$ cat config.mk
export PLATFORM = sky130hd
export DESIGN_NAME = slac_lru
export DESIGN_NICKNAME = d
export VERILOG_FILES = /design/src/rtl/slac_pkg.sv /design/src/rtl/slac_lru.sv
export SDC_FILE = /design/constraint.sdc
export NUM_CORES = 1
export LEC_CHECK = 0
export ABC_AREA = 1
export BUFFER_PORTS_ARGS = -buffer_cell sky130_fd_sc_hd__buf_2
export CAP_MARGIN = 25
export CORE_AREA = 4 4 184 186
export DETAILED_ROUTE_END_ITERATION = 7
export DIE_AREA = 0 0 188 190
export MAX_ROUTING_LAYER = met4
export PLACE_DENSITY = 0.55
export SLEW_MARGIN = 5
export SYNTH_ARGS = -nofsm -noshare
export SYNTH_HDL_FRONTEND = slang
export SYNTH_SLANG_ARGS = --single-unit
export TNS_END_PERCENT = 100
$ cat constraint.sdc
create_clock -name vclk -period 11.9
set_clock_uncertainty 0.2 [all_clocks]
set_input_delay 2.38 -clock vclk [all_inputs]
set_output_delay 2.38 -clock vclk [all_outputs]
set_load 0.02 [all_outputs]
$ cat src/rtl/slac_pkg.sv
`timescale 1ns / 1ps
`default_nettype none
// ----------------------------------------------------------------------------
// slac_pkg
// Shared widths, the line shift reset value and the memory control bundle for the
// set-associative LRU cache lookup unit.
// ----------------------------------------------------------------------------
package slac_pkg;

    localparam int ADDR_W    = 48;
    localparam int LINE_W    = 48;
    localparam int RANK_W    = 4;
    localparam int WAY_OUT_W = 4;
    localparam int CNT_W     = 32;
    localparam int SHIFT_W   = 4;

    localparam logic [SHIFT_W-1:0] SHIFT_RST = 4'd6;

    // Control from the lookup sequencer to the set memories.
    typedef struct packed {
        logic rd_en;
        logic tag_we;
        logic meta_we;
    } t_mem_ctl;

endpackage

`default_nettype wire

$ cat src/rtl/slac_lru.sv
`timescale 1ns / 1ps
`default_nettype none
// ----------------------------------------------------------------------------
// slac_lru
// Tag compare, victim choice and recency update for one set row.
// ----------------------------------------------------------------------------
module slac_lru
    import slac_pkg::*;
#(
    parameter int WAYS  = 4,
    parameter int WAY_W = 2
) (
    input  wire logic [LINE_W-1:0]              i_line,
    input  wire logic [WAYS-1:0][LINE_W-1:0]    i_tags,
    input  wire logic [WAYS-1:0]                i_valid,
    input  wire logic [WAYS-1:0][RANK_W-1:0]    i_ranks,
    output logic                                o_hit,
    output logic      [WAY_W-1:0]               o_way,
    output logic      [WAYS-1:0][LINE_W-1:0]    o_tags,
    output logic      [WAYS-1:0]                o_valid,
    output logic      [WAYS-1:0][RANK_W-1:0]    o_ranks
);

    logic [WAYS-1:0]   match;
    logic [WAYS-1:0]   oldest;
    logic [WAY_W-1:0]  hit_way;
    logic [WAY_W-1:0]  inv_way;
    logic [WAY_W-1:0]  lru_way;
    logic              any_inv;
    logic              was_valid;
    logic [RANK_W-1:0] old_rank;

    always_comb begin
        for (int i = 0; i < WAYS; i++) begin
            match[i]  = i_valid[i] && (i_tags[i] == i_line);
            // Ranks of a full set are a permutation, so the top rank is unique.
            oldest[i] = (i_ranks[i] == RANK_W'(WAYS - 1));
        end
    end

    // Lowest index wins in each search.
    always_comb begin
        hit_way = '0;
        inv_way = '0;
        lru_way = '0;
        for (int i = WAYS - 1; i >= 0; i--) begin
            if (match[i]) begin
                hit_way = WAY_W'(i);
            end
            if (!i_valid[i]) begin
                inv_way = WAY_W'(i);
            end
            if (oldest[i]) begin
                lru_way = WAY_W'(i);
            end
        end
    end

    assign o_hit   = |match;
    assign any_inv = ~&i_valid;

    always_comb begin
        if (o_hit) begin
            o_way = hit_way;
        end else if (any_inv) begin
            o_way = inv_way;
        end else begin
            o_way = lru_way;
        end
    end

    assign was_valid = o_hit || !any_inv;
    assign old_rank  = i_ranks[o_way];

    // Promote the touched way; age more recent valid ways, or all on a fill.
    always_comb begin
        for (int i = 0; i < WAYS; i++) begin
            o_tags[i] = i_tags[i];
            if (WAY_W'(i) == o_way) begin
                o_ranks[i] = '0;
                o_valid[i] = 1'b1;
                if (!o_hit) begin
                    o_tags[i] = i_line;
                end
            end else begin
                o_valid[i] = i_valid[i];
                if (i_valid[i] && (!was_valid || (i_ranks[i] < old_rank))) begin
                    o_ranks[i] = i_ranks[i] + 1'b1;
                end else begin
                    o_ranks[i] = i_ranks[i];
                end
            end
        end
    end

endmodule

`default_nettype wire
# --- Word-level counts from Yosys, hierarchy flattened ---
# Index checks and enable logic that the tools add are counted.
op_classes:
  add_sub_neg: 4
  n_lt_le_gt_ge: 5
  eq_ne: 11
  n_mux: 36
  n_reduce_logical: 17
ops:
  columns: ["cell", "n"]
  rows:
  - ["48-bit 2-to-1 mux", 8]
  - ["48-bit equality test", 4]
  - ["4-bit 2-to-1 mux", 9]
  - ["2-bit 2-to-1 mux", 14]
  - ["4-bit by 1-bit adder with 4-bit output, second input constant", 4]
  - ["4-bit by 2-bit equality test with 1-bit output, second input constant", 4]
  - ["4-bit less-than comparator", 4]
  - ["4-bit binary-select mux with 2-bit select", 1]
  - ["1-bit logical AND", 8]
  - ["1-bit logical OR", 5]
  - ["2-bit equality test, first input constant", 2]
  - ["1-bit 2-to-1 mux", 4]
  - ["4-bit AND reduction", 1]
  - ["4-bit OR reduction", 1]
  - ["2-bit by 3-bit less-than comparator with 1-bit output, second input constant", 1]
  - ["1-bit by 2-bit equality test with 1-bit output, first input constant", 1]
  - ["2-bit logical NOT", 1]
  - ["1-bit logical NOT", 1]
totals:
  reg_bits: 0
  input_bits: 260
  out_inout_bits: 215
  word_cells: 73

# --- Logic depth before layout (Yosys ltp) ---
depth:
  depth_word: 14
  mapped_depth: 30

# --- Worst setup path before layout ---
# Ideal clock, no wire load.
synth_path:
  kind: "input port to output port"
  from: "input port i_valid[2]"
  to: "output port o_ranks[12] in the netlist's numbering"
  arrival_ns: 5.326
  required_ns: 9.320
  setup_slack_ns: 3.994
  cell_stages: 24
  path_buffers: 2
  path_cell_list: "clkbuf_1 nand2_1 nor2_1 nand2_1 nor2_1 nand2_1 nor2_1 nand2_2 o211ai_2 nand2_4 inv_2 nor2_2 inv_2 clkbuf_1 o221ai_1 ha_1 inv_1 o21bai_1 inv_1 nand2_1 nand2_2 nand2_2 nor2_1 nor2_1"
synth_lines:
  columns: ["item", "line", "source"]
  rows:
  - ["start: declaration", "slac_lru.sv:15", "input wire logic [WAYS-1:0] i_valid,"]
  - ["end: declaration", "slac_lru.sv:21", "output logic [WAYS-1:0][RANK_W-1:0] o_ranks"]

==> flow_summary.ini <==
[sta]
rsz0062_at_grt = false
fmax_mhz = 110
finalHoldViolations = 0
min_period_over_period_pct = 76.7
tns_ps = 0
slew_headroom_pct = 29.2
tightest_slew_ps = 1060
min_period_ps = 9120
finalSetupViolations = 0
slew_violations = 0

[layout]
fin_nets = 2430
final_common_cell = nand2_1
seq_area_sq_um = 0
layout-drive-gt1-share_pct = 26.7
area_growth_pct = 34.3
clockBufferCount = 0
fin_util_pct = 32.7
layout_common_cells = nand2_1, buf_2, inv_1, nor2_1, o22ai_1
design.seq.count = 0

[drt]
wl_met2_microns = 30400
dr_total_vias = 13800
first_iter_violations = 1814
wl_microns = 64800
met1_length_microns = 26500
wl_met3_microns = 6410
antenna_left = 0
drc = 0
top_layer_used = met4
post_drt_wl_per_cell_microns = 24.8
via_per_inst = 5.30
drt_pass1_iterations = 6

[clock_network]
cts_setup_buffers = 0
post_cts_resized = 0
cts_hold_buf = 0

[synthesis]
ys_seq_area_share_pct = 0
ys_types = 39
synth_top_area_cell = nand2_1
syn_inst = 1744
yosys_warnings = 0
syn_avg_cell_area_sq_um = 4.51
synth_fp_nets = 2012
synthDominantCellAreaShare_pct = 34.5
netlist_area_sq_um = 7870
synth_area_leaders = nand2_1, o22ai_1, inv_1

[global_routing]
grt_pass1_vias = 13300
track_usage_pct = 34.9
antenna_found_initial = 10
grt_max_degree = 57
grt_first_pass_wirelength_microns = 90900
grt_overflow_total = 0

[worst_hold_path]
hp-class = in2out
min_path_cells = 4
hold_end = o_tags[4]
hp-start = i_tags[4]

[die]
coreArea_sq_um = 32300
rows = 66
pin_count = 475
initial_core_util_pct = 24.4
die_h_microns = 190
dieArea_sq_um = 35700
die_w_microns = 188

[placement]
io_buffers = 475
gp_congestion = 1.07
hpwl_microns = 55900

[critical_path]
crit_fanout = 35
crit_family = simple AND/OR/NAND/NOR gates
crit_slowest_cell = inv_2
cp.arrival_ps = 6540
crit_top_cell = nand2_1
critical_path_required_ps = 9320
slowest_delay_ps = 570
cp-start-kind = primary input
critPathCaptureType = output pin
path_buf_inv = 6
criticalPathCategory = in2out

[job]
drv_cap = 0

[run_status]
outcome = completed
[final cells by class]
class | count | area (sq um)
Fill cell | 3933 | 21700
Antenna cell | 10 | 25.0
Timing Repair Buffer | 484 | 2440
Tap cell | 442 | 553
Inverter | 267 | 1000
Multi-Input combinational cell | 1409 | 6540
[worst max-delay path by stage]
stage | start | end | slack, ps | cells past startpoint
2_1_floorplan | i_valid[2] | o_ranks[12] | 3990 | 24
3_3_place_gp | i_line[34] | o_ranks[8] | 2940 | 25
3_5_place_dp | i_line[34] | o_ranks[13] | 2880 | 24
4_1_cts | i_line[34] | o_ranks[13] | 2880 | 24
5_1_grt | i_line[42] | o_ranks[9] | 2440 | 27
6_report | i_line[42] | o_ranks[13] | 2780 | 28
[tightest hold or removal path, cell delays in order]
cell and delay [ps]:
buf_2 90, nand2_1 50, o21ai_0 60, buf_2 160
[per-layer routing]
| layer | global-route usage, % | vias up |
|---|---|---|
| met2 | 58.9 | 997 |
| li1 | - | 6347 |
| met3 | 4.22 | 87 |
| met1 | 45.6 | 6407 |
| met4 | 5.90 | 0 |
| met5 | - | - |
[logic make-up (layout without fill, tap and decap cells)]
group / after synthesis / count (layout) / synth area share (%)
and+or+nand+nor: 1097 / 1097 / 57.1
buffers and inverters: 335 / 751 / 17.0
AOI/OAI and AO/OA: 254 / 254 / 18.9
xor gates and xnor gates: 49 / 49 / 5.45
adders and majority gates: 8 / 8 / 1.27
muxes: 1 / 1 / 0.286
other: 0 / 10 / 0
[through the flow]
| stage | instances | setup slack, ps | area (sq um) | hold WS [ps] |
|---|---|---|---|---|
| detailed placement | 2602 | 2880 | 10500 | 4930 |
| global route | 2612 | 2440 | 10600 | 4970 |
| finish | 2612 | 2780 | 10600 | 4930 |
| floorplan | 1744 | 3990 | 7870 | 4730 |
| CTS | 2602 | 2880 | 10500 | 4930 |
| global placement | 2602 | 2940 | 10500 | 4930 |
[cell usage after synthesis (all sizes together)]
cell type	n
mux2i	1
or2	1
o22ai	155
nand2	755
o211ai	1
xnor2	36
o221ai	1
ha	8
a21oi	3
clkbuf	25
nor2	223
a31oi	1
o21a	2
o21bai	2
o21ai	88
inv	266
xor2	13
and3	2
nor3	12
and2	2
a22oi	1
clkinv	1
nor3b	2
nand4	25
buf	43
nand3	71
nand3b	4
